**config.mk**
```make
export PLATFORM = sky130hd
export DESIGN_NAME = adc_oversample_decimator_core
export DESIGN_NICKNAME = d
export VERILOG_FILES = /design/src/rtl/core/ados_pkg.sv /design/src/rtl/core/ados_lane.sv /design/src/rtl/core/ados_merge.sv /design/src/rtl/core/adc_oversample_decimator_core.sv
export SDC_FILE = /design/constraint.sdc
export NUM_CORES = 2
export LEC_CHECK = 0
export BUFFER_PORTS_ARGS = -buffer_cell sky130_fd_sc_hd__buf_2
export CAP_MARGIN = 20
export CORE_ASPECT_RATIO = 0.7
export CORE_MARGIN = 3
export CORE_UTILIZATION = 45
export CTS_BUF_LIST = sky130_fd_sc_hd__clkbuf_16
export CTS_CLUSTER_DIAMETER = 100
export DETAILED_ROUTE_END_ITERATION = 8
export GPL_TIMING_DRIVEN = 0
export PLACE_DENSITY = 0.63
export SYNTH_ARGS = -nofsm -noshare
export SYNTH_HDL_FRONTEND = slang
export SYNTH_SLANG_ARGS = --single-unit
```
**constraint.sdc**
```tcl
create_clock -name clk -period 15.85 [get_ports clk]
set_clock_uncertainty 0.2 [all_clocks]
set_input_delay 1.585 -clock clk [delete_from_list [all_inputs] [get_ports clk]]
set_output_delay 1.585 -clock clk [all_outputs]
set_load 0.01 [all_outputs]
```
**src/rtl/core/ados_pkg.sv**
```systemverilog
// Shared types and constants of the ADC oversampling decimator.
package ados_pkg;

  localparam int CHANNELS      = 8;
  localparam int WARMUP_EVENTS = 10;
  localparam int SAMPLE_BITS   = 12;

  localparam int ACC_W      = 32;
  localparam int DIV_W      = 16;
  localparam int VAL_W      = 16;
  localparam int POS_W      = 17;
  localparam int IDX_W      = 16;
  localparam int OSC_W      = 9;
  localparam int ACT_W      = 4;
  localparam int CH_W       = 3;
  localparam int NCH_W      = $clog2(CHANNELS + 1);
  localparam int LANE_W     = $clog2(CHANNELS);
  localparam int CFG_IDX_W  = 3;
  localparam int CFG_DATA_W = 16;
  localparam int DIV_STEPS  = ACC_W;
  localparam int STEP_W     = $clog2(DIV_STEPS);

  typedef enum logic [CFG_IDX_W-1:0] {
    REG_ACTIVE_CHANNELS,
    REG_OVERSAMPLE_COUNT,
    REG_OVERSAMPLE_DIVIDER,
    REG_CAPTURE_LENGTH,
    REG_CONTINUOUS_MODE
  } cfg_reg_t;

  typedef struct packed {
    logic                          req_type;
    logic                          seq_end_flag;
    logic signed [SAMPLE_BITS-1:0] sample_0;
    logic signed [SAMPLE_BITS-1:0] sample_1;
    logic signed [SAMPLE_BITS-1:0] sample_2;
    logic signed [SAMPLE_BITS-1:0] sample_3;
    logic signed [SAMPLE_BITS-1:0] sample_4;
    logic signed [SAMPLE_BITS-1:0] sample_5;
    logic signed [SAMPLE_BITS-1:0] sample_6;
    logic signed [SAMPLE_BITS-1:0] sample_7;
  } in_item_t;

  typedef struct packed {
    logic [CH_W-1:0]         channel_index;
    logic [IDX_W-1:0]        sample_index;
    logic signed [VAL_W-1:0] sample_value;
    logic                    last_of_run;
    logic                    capture_done;
  } out_item_t;

  typedef struct packed {
    logic acc_en;
    logic load;
    logic div_start;
    logic div_step;
  } lane_ctrl_t;

  typedef struct packed {
    logic             start;
    logic [NCH_W-1:0] nch;
    logic [IDX_W-1:0] pos;
    logic             done;
  } emit_t;

endpackage

```
**src/rtl/core/ados_lane.sv**
```systemverilog
// One channel lane: accumulator and bit-serial restoring divider.
module ados_lane (
  input  logic                                    clk,
  input  ados_pkg::lane_ctrl_t                    ctrl,
  input  logic signed [ados_pkg::SAMPLE_BITS-1:0] sample,
  input  logic [ados_pkg::DIV_W-1:0]              divisor,
  output logic signed [ados_pkg::VAL_W-1:0]       quotient
);

  logic [ados_pkg::ACC_W-1:0] acc_r;
  logic [ados_pkg::ACC_W-1:0] mag_r;
  logic [ados_pkg::DIV_W-1:0] rem_r;
  logic                       neg_r;

  logic [ados_pkg::ACC_W-1:0] sample_ext;
  logic [ados_pkg::DIV_W:0]   rem_sh;
  logic [ados_pkg::DIV_W:0]   rem_diff;
  logic                       rem_ge;

  assign sample_ext = {{(ados_pkg::ACC_W - ados_pkg::SAMPLE_BITS){sample[ados_pkg::SAMPLE_BITS-1]}},
                       sample};

  assign rem_sh   = {rem_r, mag_r[ados_pkg::ACC_W-1]};
  assign rem_ge   = rem_sh >= {1'b0, divisor};
  assign rem_diff = rem_sh - {1'b0, divisor};

  always_ff @(posedge clk) begin
    if (ctrl.acc_en) begin
      acc_r <= ctrl.load ? sample_ext : acc_r + sample_ext;
    end
    if (ctrl.div_start) begin
      neg_r <= acc_r[ados_pkg::ACC_W-1];
      mag_r <= acc_r[ados_pkg::ACC_W-1] ? (~acc_r + 1'b1) : acc_r;
      rem_r <= '0;
    end else if (ctrl.div_step) begin
      rem_r <= rem_ge ? rem_diff[ados_pkg::DIV_W-1:0] : rem_sh[ados_pkg::DIV_W-1:0];
      mag_r <= {mag_r[ados_pkg::ACC_W-2:0], rem_ge};
    end
  end

  // Negate and wrap the quotient back to the result width.
  assign quotient = neg_r ? (~mag_r[ados_pkg::VAL_W-1:0] + 1'b1) : mag_r[ados_pkg::VAL_W-1:0];

endmodule

```
**src/rtl/core/ados_merge.sv**
```systemverilog
// Merge stage: walks the lane quotients in channel order into the output register.
module ados_merge (
  input  logic                                clk,
  input  logic                                rst_n,
  input  ados_pkg::emit_t                     emit,
  input  logic signed [ados_pkg::VAL_W-1:0]   quot [ados_pkg::CHANNELS],
  input  logic                                out_ready,
  output logic                                out_valid,
  output ados_pkg::out_item_t                 out_data,
  output logic                                busy
);

  logic                         busy_r;
  logic [ados_pkg::LANE_W-1:0]  idx_r;
  logic [ados_pkg::NCH_W-1:0]   nch_r;
  logic [ados_pkg::IDX_W-1:0]   pos_r;
  logic                         done_r;
  logic                         out_valid_r;
  ados_pkg::out_item_t          out_data_r;

  logic                         issue;
  logic                         last;

  assign issue = busy_r && (!out_valid_r || out_ready);
  assign last  = (ados_pkg::NCH_W'(idx_r) + 1'b1) == nch_r;

  always_ff @(posedge clk) begin
    if (!rst_n) begin
      busy_r      <= 1'b0;
      out_valid_r <= 1'b0;
    end else begin
      if (emit.start) begin
        busy_r <= 1'b1;
        idx_r  <= '0;
        nch_r  <= emit.nch;
        pos_r  <= emit.pos;
        done_r <= emit.done;
      end else if (issue) begin
        if (last) begin
          busy_r <= 1'b0;
        end else begin
          idx_r <= idx_r + 1'b1;
        end
      end
      if (issue) begin
        out_valid_r                <= 1'b1;
        out_data_r.channel_index   <= ados_pkg::CH_W'(idx_r);
        out_data_r.sample_index    <= pos_r;
        out_data_r.sample_value    <= quot[idx_r];
        out_data_r.last_of_run     <= last;
        out_data_r.capture_done    <= done_r;
      end else if (out_ready) begin
        out_valid_r <= 1'b0;
      end
    end
  end

  assign busy      = busy_r;
  assign out_valid = out_valid_r;
  assign out_data  = out_data_r;

endmodule

```
**src/rtl/core/adc_oversample_decimator_core.sv**
```systemverilog
// Top level: capture control, channel lanes and result merge of the decimator.
// An event that closes an oversampling group passes through a load state, the divide
// run (one quotient bit per cycle in every lane at once) and a hand-off state; then
// results leave at one per cycle unless out_ready holds the output register.
// Throughput: after a closing event the input stays shut until the last result has
// been issued to the output register; other items are taken at one per cycle.
// Reset (synchronous, rst_n low) clears control state and restores register defaults;
// the channel accumulators are not cleared and need no clearing pass.
module adc_oversample_decimator_core (
  input  logic                               clk,
  input  logic                               rst_n,
  input  logic                               in_valid,
  output logic                               in_ready,
  input  ados_pkg::in_item_t                 in_data,
  output logic                               out_valid,
  input  logic                               out_ready,
  output ados_pkg::out_item_t                out_data,
  input  logic                               cfg_we,
  input  logic [ados_pkg::CFG_IDX_W-1:0]     cfg_idx,
  input  logic [ados_pkg::CFG_DATA_W-1:0]    cfg_wdata
);

  typedef enum logic [2:0] {
    ST_IDLE,
    ST_LOAD,
    ST_RUN,
    ST_EMIT,
    ST_DRAIN
  } state_t;

  // Configuration registers.
  logic [ados_pkg::ACT_W-1:0]       act_r;
  logic [ados_pkg::OSC_W-1:0]       osc_cfg_r;
  logic [ados_pkg::DIV_W-1:0]       div_cfg_r;
  logic [ados_pkg::IDX_W-1:0]       len_r;
  logic                             cont_r;

  // Capture control state.
  state_t                           state_r, state_nxt;
  logic signed [ados_pkg::POS_W-1:0] pos_r, pos_nxt;
  logic [ados_pkg::OSC_W-1:0]       osc_r, osc_nxt;
  logic                             armed_r, armed_nxt;
  logic [ados_pkg::STEP_W-1:0]      step_r, step_nxt;
  logic [ados_pkg::NCH_W-1:0]       emit_nch_r;
  logic [ados_pkg::IDX_W-1:0]       emit_pos_r;
  logic                             emit_done_r;

  logic                             in_fire;
  logic                             acc_fire;
  logic                             emit_fire;
  logic [ados_pkg::NCH_W-1:0]       nch;
  logic [ados_pkg::OSC_W-1:0]       osc_inc;
  logic [ados_pkg::OSC_W-1:0]       osc_eff;
  logic [ados_pkg::DIV_W-1:0]       divisor;
  logic signed [ados_pkg::POS_W-1:0] len_s;
  logic signed [ados_pkg::POS_W-1:0] pos_inc;
  logic                             merge_busy;
  ados_pkg::emit_t                  emit;

  logic signed [ados_pkg::SAMPLE_BITS-1:0] samples [ados_pkg::CHANNELS];
  logic signed [ados_pkg::VAL_W-1:0]       quot    [ados_pkg::CHANNELS];
  ados_pkg::lane_ctrl_t                    lane_ctrl [ados_pkg::CHANNELS];

  assign in_ready = (state_r == ST_IDLE) && !merge_busy;
  assign in_fire  = in_valid && in_ready;

  // Clamp channel count; zero oversample count and zero divider act as one.
  assign nch     = (act_r > ados_pkg::ACT_W'(ados_pkg::CHANNELS))
                   ? ados_pkg::NCH_W'(ados_pkg::CHANNELS) : ados_pkg::NCH_W'(act_r);
  assign osc_eff = (osc_cfg_r == '0) ? ados_pkg::OSC_W'(1) : osc_cfg_r;
  assign divisor = (div_cfg_r == '0) ? ados_pkg::DIV_W'(1) : div_cfg_r;
  assign len_s   = $signed({1'b0, len_r});
  assign osc_inc = osc_r + 1'b1;
  assign pos_inc = pos_r + $signed(ados_pkg::POS_W'(1));

  always_comb begin
    pos_nxt   = pos_r;
    osc_nxt   = osc_r;
    armed_nxt = armed_r;
    acc_fire  = 1'b0;
    emit_fire = 1'b0;
    if (in_fire) begin
      if (!in_data.req_type) begin
        // Start: arm and enter warm-up.
        pos_nxt   = -ados_pkg::POS_W'(ados_pkg::WARMUP_EVENTS);
        osc_nxt   = '0;
        armed_nxt = 1'b1;
      end else if (armed_r) begin
        if (pos_r >= len_s) begin
          // End of capture: restart or disarm, drop the event either way.
          if (cont_r) begin
            pos_nxt = '0;
            osc_nxt = '0;
          end else begin
            armed_nxt = 1'b0;
          end
        end else if (in_data.seq_end_flag) begin
          if (pos_r < 0) begin
            pos_nxt = pos_inc;
          end else begin
            acc_fire = 1'b1;
            if (osc_inc >= osc_eff) begin
              osc_nxt   = '0;
              emit_fire = 1'b1;
              pos_nxt   = pos_inc;
            end else begin
              osc_nxt = osc_inc;
            end
          end
        end
      end
    end
  end

  always_comb begin
    state_nxt = state_r;
    step_nxt  = step_r;
    case (state_r)
      ST_IDLE: begin
        if (emit_fire && (nch != '0)) begin
          state_nxt = ST_LOAD;
        end
      end
      ST_LOAD: begin
        state_nxt = ST_RUN;
        step_nxt  = '0;
      end
      ST_RUN: begin
        step_nxt = step_r + 1'b1;
        if (step_r == ados_pkg::STEP_W'(ados_pkg::DIV_STEPS - 1)) begin
          state_nxt = ST_EMIT;
        end
      end
      ST_EMIT: begin
        state_nxt = ST_DRAIN;
      end
      ST_DRAIN: begin
        if (!merge_busy) begin
          state_nxt = ST_IDLE;
        end
      end
      default: begin
        state_nxt = ST_IDLE;
      end
    endcase
  end

  always_ff @(posedge clk) begin
    if (!rst_n) begin
      act_r     <= '0;
      osc_cfg_r <= ados_pkg::OSC_W'(1);
      div_cfg_r <= ados_pkg::DIV_W'(1);
      len_r     <= '0;
      cont_r    <= 1'b0;
      state_r   <= ST_IDLE;
      pos_r     <= '0;
      osc_r     <= '0;
      armed_r   <= 1'b0;
      step_r    <= '0;
    end else begin
      if (cfg_we) begin
        case (ados_pkg::cfg_reg_t'(cfg_idx))
          ados_pkg::REG_ACTIVE_CHANNELS:    act_r     <= cfg_wdata[ados_pkg::ACT_W-1:0];
          ados_pkg::REG_OVERSAMPLE_COUNT:   osc_cfg_r <= cfg_wdata[ados_pkg::OSC_W-1:0];
          ados_pkg::REG_OVERSAMPLE_DIVIDER: div_cfg_r <= cfg_wdata[ados_pkg::DIV_W-1:0];
          ados_pkg::REG_CAPTURE_LENGTH:     len_r     <= cfg_wdata[ados_pkg::IDX_W-1:0];
          ados_pkg::REG_CONTINUOUS_MODE:    cont_r    <= cfg_wdata[0];
          default: begin
          end
        endcase
      end
      state_r <= state_nxt;
      pos_r   <= pos_nxt;
      osc_r   <= osc_nxt;
      armed_r <= armed_nxt;
      step_r  <= step_nxt;
      if (emit_fire) begin
        // Hold what the merge stage tags each result with.
        emit_nch_r  <= nch;
        emit_pos_r  <= pos_r[ados_pkg::IDX_W-1:0];
        emit_done_r <= pos_inc >= len_s;
      end
    end
  end

  assign samples[0] = in_data.sample_0;
  assign samples[1] = in_data.sample_1;
  assign samples[2] = in_data.sample_2;
  assign samples[3] = in_data.sample_3;
  assign samples[4] = in_data.sample_4;
  assign samples[5] = in_data.sample_5;
  assign samples[6] = in_data.sample_6;
  assign samples[7] = in_data.sample_7;

  // One lane per channel; only active channels accumulate.
  for (genvar i = 0; i < ados_pkg::CHANNELS; i++) begin : g_lane
    assign lane_ctrl[i].acc_en    = acc_fire && (ados_pkg::NCH_W'(i) < nch);
    assign lane_ctrl[i].load      = (osc_r == '0);
    assign lane_ctrl[i].div_start = (state_r == ST_LOAD);
    assign lane_ctrl[i].div_step  = (state_r == ST_RUN);

    ados_lane u_lane (
      .clk      (clk),
      .ctrl     (lane_ctrl[i]),
      .sample   (samples[i]),
      .divisor  (divisor),
      .quotient (quot[i])
    );
  end

  assign emit.start = (state_r == ST_EMIT);
  assign emit.nch   = emit_nch_r;
  assign emit.pos   = emit_pos_r;
  assign emit.done  = emit_done_r;

  ados_merge u_merge (
    .clk       (clk),
    .rst_n     (rst_n),
    .emit      (emit),
    .quot      (quot),
    .out_ready (out_ready),
    .out_valid (out_valid),
    .out_data  (out_data),
    .busy      (merge_busy)
  );

  // The merge stage must have drained before a new run is handed to it.
  a_emit_idle: assert property (@(posedge clk) disable iff (!rst_n)
    emit.start |-> !merge_busy)
    else $error("merge stage started while still busy");

  // No item is taken while lane quotients are still being read out.
  a_accept_idle: assert property (@(posedge clk) disable iff (!rst_n)
    in_fire |-> !merge_busy && (state_r == ST_IDLE))
    else $error("input transfer during readout");

  // The flagged last result carries the highest active channel.
  a_last_channel: assert property (@(posedge clk) disable iff (!rst_n)
    (out_valid && out_data.last_of_run)
      |-> (out_data.channel_index == ados_pkg::CH_W'(emit_nch_r - 1'b1)))
    else $error("last_of_run on wrong channel");

  // Output register empties out of reset.
  a_reset_out: assert property (@(posedge clk)
    !rst_n |=> !out_valid)
    else $error("output valid after reset");

endmodule
```
**Yosys cells after proc, flatten, opt, wreduce, memory -nomap -nowiden**

Index checks and enable logic that the tools add are counted.

- Bits in registers: 813
- Bits in latches: 0
- RAM bits: 0
- ROM bits: 0
- Bits of input ports: 122
- Output and inout bits: 39
- Logic and storage cells: 286
- Memories: 0

- $add $sub $neg: 37
- Multiply operators: 0
- Divide/modulo/power cells: 0
- Order comparisons: 22
- Eq/ne operators: 19
- Shifts and indexed selects: 0
- Multiplexer cells: 97
- Bitwise logic cells: 17
- Reduce and logical (&&, ||, !) cells: 38

Operators with widths:

| kind | count |
|---|---|
| 2-to-1 mux 32 bit | 32 |
| 2-to-1 mux 16 bit | 19 |
| adder 32 x 1 -> 32 bit (second input constant) | 8 |
| adder 32 bit | 8 |
| inverter 32 bit | 8 |
| >= comparator 17 x 16 -> 1 bit | 8 |
| adder 16 x 1 -> 16 bit (second input constant) | 8 |
| inverter 16 bit | 8 |
| subtractor 16 bit | 8 |
| 2-to-1 mux 17 bit | 7 |
| 2-to-1 mux 9 bit | 8 |
| binary-select mux 16 bit (select 3 bit) | 1 |
| >= comparator 17 bit | 2 |
| 2-to-1 mux 1 bit | 22 |
| logical NOT 9 bit | 2 |
| AND reduction 2 bit | 9 |
| adder 17 x 2 -> 17 bit (second input constant) | 1 |
| < comparator 17 x 1 -> 1 bit (second input constant) | 1 |
| logical NOT 16 bit | 1 |
| < comparator 3 x 4 -> 1 bit (first input constant) | 4 |
| 2-to-1 mux 3 bit | 5 |
| one-hot mux 3 bit (5 select lines) | 1 |
| == test 3 x 2 -> 1 bit (second input constant) | 4 |
| logical AND 1 bit | 12 |
| other kinds (28) | 43 |

**Logic depth before layout (Yosys ltp)**

- Depth after elaboration: 13
- Gate-level depth with buffers: 16
- Gate-level depth less buffers: 15

**Cells and area by module**

From an unflattened synthesis, not the netlist that was laid out.

- Cells, all modules: 7,134
- Area, all modules: 64,010.1 um^2

Modules (own cells, without submodules):

| module | instances | cells an instance | area an instance (um^2) | seq. area each (um^2) |
|---|---|---|---|---|
| ados_lane at g_lane[0].u_lane ... | 5 | 809 | 7,034.2 | 2,272.2 |
| ados_lane at g_lane[7].u_lane | 1 | 778 | 6,836.6 | 2,272.2 |
| ados_lane at g_lane[1].u_lane | 1 | 779 | 6,771.5 | 2,272.2 |
| ados_lane at g_lane[2].u_lane | 1 | 727 | 6,456.2 | 2,272.2 |
| adc_oversample_decimator_core | 1 | 661 | 5,671.7 | 2,252.2 |
| ados_merge | 1 | 144 | 3,103.0 | 1,871.8 |

**Worst setup path after synthesis**

No wires, ideal clock.

- Path kind: reg-to-reg
- Start: register state_r[1]
- End: register g_lane[0].u_lane.mag_r[0] (netlist bit) (enable)
- Library setup time: 2,192 ps
- Arrival: 5,965 ps
- Data required time: 13,458 ps
- Slack: 7,494 ps
- Stages on the path, launching flop included: 6
- Buffers on the path: 1
- Period minus slack after synthesis: 8,356 ps
- Cells stage by stage: dfxtp_1 -> or3b_2 -> clkbuf_1 -> inv_1 -> nor2_1 -> clkinv_1

- Longest elaborated chain between the ends: 2
- Elaborated cells on any way between the ends: 3
- Those cells by class: 2 x eq/ne; 1 x reduce/logical

Ends and longest elaborated chain:

| element | RTL line | RTL |
|---|---|---|
| from (decl) | adc_oversample_decimator_core.sv:39 | `state_t state_r, state_nxt;` |
| from (signal assigned) | adc_oversample_decimator_core.sv:172 | `state_r <= state_nxt;` |
| == test 3 x 2 -> 1 bit / == test 3 x 1 -> 1 bit (equally long branches) | adc_oversample_decimator_core.sv:200, adc_oversample_decimator_core.sv:199 |  |
| nonzero test 2 bit (no line) * | n/a |  |
| to (signal assigned) | ados_lane.sv:33 | `mag_r <= acc_r[ados_pkg::ACC_W-1] ? (~acc_r + 1'b1) : acc_r;` |
| to (signal assigned) | ados_lane.sv:37 | `mag_r <= {mag_r[ados_pkg::ACC_W-2:0], rem_ge};` |
| to (decl) | ados_lane.sv:11 | `logic [ados_pkg::ACC_W-1:0] mag_r;` |

Mark *: on every way between the ends. The rest lies on a longest branch, timed or not.
A chain may end at the register's enable or synchronous reset.

**Worst setup path in the final report**

- Start: register div_cfg_r[1] (netlist bit)
- End: register g_lane[2].u_lane.rem_r[9] (netlist bit)

- Longest elaborated chain between the ends: 4
- Elaborated cells on any way between the ends: 5
- Those cells by class: 1 x add/sub; 1 x order compare; 2 x mux; 1 x reduce/logical

Ends and longest elaborated chain:

| element | RTL line | RTL |
|---|---|---|
| from (decl) | adc_oversample_decimator_core.sv:34 | `logic [ados_pkg::DIV_W-1:0] div_cfg_r;` |
| from (signal assigned) | adc_oversample_decimator_core.sv:152 | `div_cfg_r <= ados_pkg::DIV_W'(1);` |
| from (signal assigned) | adc_oversample_decimator_core.sv:165 | `ados_pkg::REG_OVERSAMPLE_DIVIDER: div_cfg_r <= cfg_wdata[ados_pkg::DIV_W-1:0];` |
| logical NOT 16 bit | adc_oversample_decimator_core.sv:71 | `assign divisor = (div_cfg_r == '0) ? ados_pkg::DIV_W'(1) : div_cfg_r;` |
| 2-to-1 mux 16 bit * | adc_oversample_decimator_core.sv:71 |  |
| subtractor 16 bit / >= comparator 17 x 16 -> 1 bit (equally long branches) | ados_lane.sv:25, ados_lane.sv:24 |  |
| 2-to-1 mux 16 bit * | ados_lane.sv:36 | `rem_r <= rem_ge ? rem_diff[ados_pkg::DIV_W-1:0] : rem_sh[ados_pkg::DIV_W-1:0];` |
| to (signal assigned) | ados_lane.sv:36 |  |
| to (decl) | ados_lane.sv:12 | `logic [ados_pkg::DIV_W-1:0] rem_r;` |

Marked as above.

==> flow_summary.ini <==
[run_status]
outcome = completed

[synth]
synth_ff_type = edfxtp_1
avgSynthCellArea_um2 = 9.22
ys_ff_latch = 813
ys_warn_count = 0
synth-edff-count = 602
synthesis.area_um2 = 57600
ys_seq_area_share_pct = 38.7
synth_nets = 6823
synth_cell_type_count = 86
async_flop_share_pct = 0
synth_cells = 6246

[clock_network]
cts_resized = 0
ctsHtreeMaxLevel = 3
cts_tree = yes
cts.sinks = 813
cts_root_buf = clkbuf_16
cts_buffers = 90
cts_max_path_buffers = 3
cts_setup_buffers = 0
holdBufCountCts = 0
clkTransAtPathRegs_ps = 70
clkLatencyLatePin_ps = 730

[worst_setup_path]
regToRegStartpoint = div_cfg_r[1]
cp_cell_sequence = nor4_1, a41o_1, ha_1, nor2b_1, o211ai_1, a21boi_1, o21a_1, o21ai_1, a21oi_1, nor2_1, o211a_1, o31a_1, clkbuf_1, clkbuf_1, mux2i_1, o21ai_0
crit_slowest_cell = clkbuf_1
r2r_slack_ps = 10640
reg2reg_depth = 16
r2r-end = g_lane[2].u_lane.rem_r[9]
cpPeakStageDelay_ps = 820
end_kind = flop
critPathKind = flop to flop
cp.required_ps = 16220
critical_path.max_fanout = 11
crit_top_cell = clkbuf_1
crit_path_start_kind = flop
cp.arrival_ps = 5580

[sta]
setup_tns_ps = 0
tightest_slew_ps = 1150
rsz0062_at_grt = false
slew_headroom_pct = 23.4
fmax_ghz = 0.192
fin_crit_sh_pct = 32.9
setup_viol_count_final = 0
hold_viol_final = 0
slew_viol_final = 0
finalCriticalPeriod_ps = 5210

[min_path]
worstHoldPathCells = 0
min_to = u_merge.pos_r[14]
hold_path.class = flop to flop
holdCritStartpoint = emit_pos_r[14]

[detailed_routing]
wl_per_cell_um = 21.7
vias_per_cell = 5.95
antenna_left = 0
vias = 49200
drtIter0Drc = 5425
drt_wl_total_um = 179000
drc_errors = 0
dr.pass1.iters = 6

[floorplanning]
initial_core_util_pct = 45.5
core_region_area_um2 = 127000
ios = 161
dieHeight_um = 305
dieArea_um2 = 132000
fp.dieW_um = 434
fp-row-count = 109

[global_route]
use_met2_pct = 37.6
met1_usage_pct = 41.4
grt_usage_pct = 26.3
busiest_layer = met1
grt_pass1_vias = 44800
met3_usage_pct = 4.24
antenna_found_initial = 22
grt_max_degree = 79
grt_pass1_wl_um = 272000
grt_overflow_total = 0

[run]
drv_cap = 0

[finish]
fillerInstances = 11700
drive_above_1_share_pct = 6.44
fin_nets = 7097
area_growth_syn_to_layout_pct = 11.4
layout_commonest_cell = nand2_1
final_cell_mix = nand2_1, o21ai_0, edfxtp_1

[placed_design]
dp_hpwl_um = 135000
portBuffers = 159
gp_congestion = 0.954

[power_and_ir_drop]
cellPowerDensity_nw_per_um2 = 81.5
power_mw = 5.23
peakVddDrop_v = 0.0000730
leakage_nw = 25.5
-- worst max path at each step --
stage	from	endpoint	slack (ps)	cells after the start
after global placement	state_r[1]	g_lane[3].u_lane.mag_r[27]	1670	5
after global routing	div_cfg_r[1]	g_lane[2].u_lane.rem_r[9]	10370	16
final	div_cfg_r[1]	g_lane[2].u_lane.rem_r[9]	10640	16
after detailed placement	in_data[60]	g_lane[2].u_lane.acc_r[30]	10250	15
after floorplan	state_r[1]	g_lane[0].u_lane.mag_r[0]	7490	5
after CTS	div_cfg_r[8]	g_lane[2].u_lane.rem_r[9]	10720	16
-- per-layer routing --
layer	wire, µm	part of all wire (%)	vias to the layer above
li1	-	-	23500
met5	13	0.0072	-
met2	73500	41	1731
met3	14700	8.2	220
met4	3780	2.1	2
met1	87500	49	23700
-- synthesized netlist by cell type (55+ instances only) --
cell type / number / area share (%)
or3_1: 58 / 0.63
nor2_1: 321 / 2.1
inv_1: 216 / 1.4
dfxtp_1: 211 / 7.3
nor2b_1: 92 / 1.0
a21boi_0: 60 / 0.78
ha_1: 439 / 9.5
o31ai_1: 117 / 1.5
edfxtp_1: 602 / 31
a21oi_1: 383 / 3.3
or4_1: 65 / 0.85
nand2b_1: 64 / 0.70
a21o_1: 197 / 2.6
xor2_1: 422 / 6.4
xnor2_1: 251 / 3.8
clkbuf_1: 203 / 1.3
o21ai_0: 728 / 6.3
nand3_1: 90 / 0.78
mux2i_1: 102 / 1.8
nand2_1: 832 / 5.4
o41ai_1: 55 / 0.84
nor3_1: 82 / 0.71
-- power breakdown --
group	leakage, nW	internal [mW]	switching (mW)
combinational	16.8	0.271	0.380
clock	1.55	1.28	1.00
sequential	7.12	2.28	0.0133
total	25.5	3.83	1.40
-- stage by stage --
stage | cell area (µm²) | std cells | setup slack, ps | hold slack, ps | util, %
5_1_grt | 64200 | 8268 | 10370 | 224 | 50.6
6_report | 64200 | 8269 | 10640 | 208 | 50.6
2_1_floorplan | 57600 | 6246 | 7490 | 200 | -
3_5_place_dp | 61000 | 8093 | 10250 | 205 | 48.2
3_3_place_gp | 60500 | 8070 | 1670 | 201 | 47.7
4_1_cts | 64100 | 8263 | 10720 | 211 | 50.6
-- worst max-delay path, delay by kind of cell, from the launching register on --
| kind | cells | cell delay [ps] |
|---|---|---|
| buf+inv | 2 | 1310 |
| simple gates | 3 | 590 |
| flops | 1 | 360 |
| mux | 1 | 310 |
| compound gates | 9 | 1960 |
| fa+ha+maj | 1 | 320 |
-- cell type report --
type                       count  area (µm²)  share of cell area [%]
clock buffer                  93        2330                    3.63
buffer                       232         888                    1.38
inverter                     217         820                    1.28
sequential                   813       22300                    34.8
multi-input combinational   4984       33700                    52.5
antenna                        6        15.0                  0.0234
tap                         1665        2080                    3.25
clock inverter                77         808                    1.26
timing repair buffer         182        1240                    1.93
-- state kept, by name, summed over array words and instances (netlist names), 3 cells and up --
| register | cells |
|---|---|
| act_r | 4 |
| div_cfg_r | 16 |
| emit_nch_r | 4 |
| emit_pos_r | 16 |
| g_lane.u_lane.acc_r | 256 |
| g_lane.u_lane.mag_r | 256 |
| g_lane.u_lane.neg_r | 8 |
| g_lane.u_lane.rem_r | 128 |
| len_r | 16 |
| osc_cfg_r | 9 |
| osc_r | 9 |
| pos_r | 17 |
| state_r | 3 |
| step_r | 5 |
| u_merge.idx_r | 3 |
| u_merge.nch_r | 4 |
| u_merge.out_data | 37 |
| u_merge.pos_r | 16 |
-- logic make-up (layout without fill, tap and decap cells) --
| group | count (synthesis) | in the layout | share of synthesized area, % |
|---|---|---|---|
| AO/OA/AOI/OAI | 1884 | 1884 | 19.9 |
| XOR/XNOR | 673 | 673 | 10.2 |
| adder cells (fa/ha/maj) | 455 | 455 | 10.1 |
| buffers and inverters | 449 | 801 | 2.94 |
| flip-flops | 813 | 813 | 38.7 |
| multiplexers | 136 | 136 | 3.06 |
| other | 0 | 6 | 0 |
| AND/OR/NAND/NOR | 1836 | 1836 | 15.0 |
Note: power is estimated with default switching activity, not from simulation.
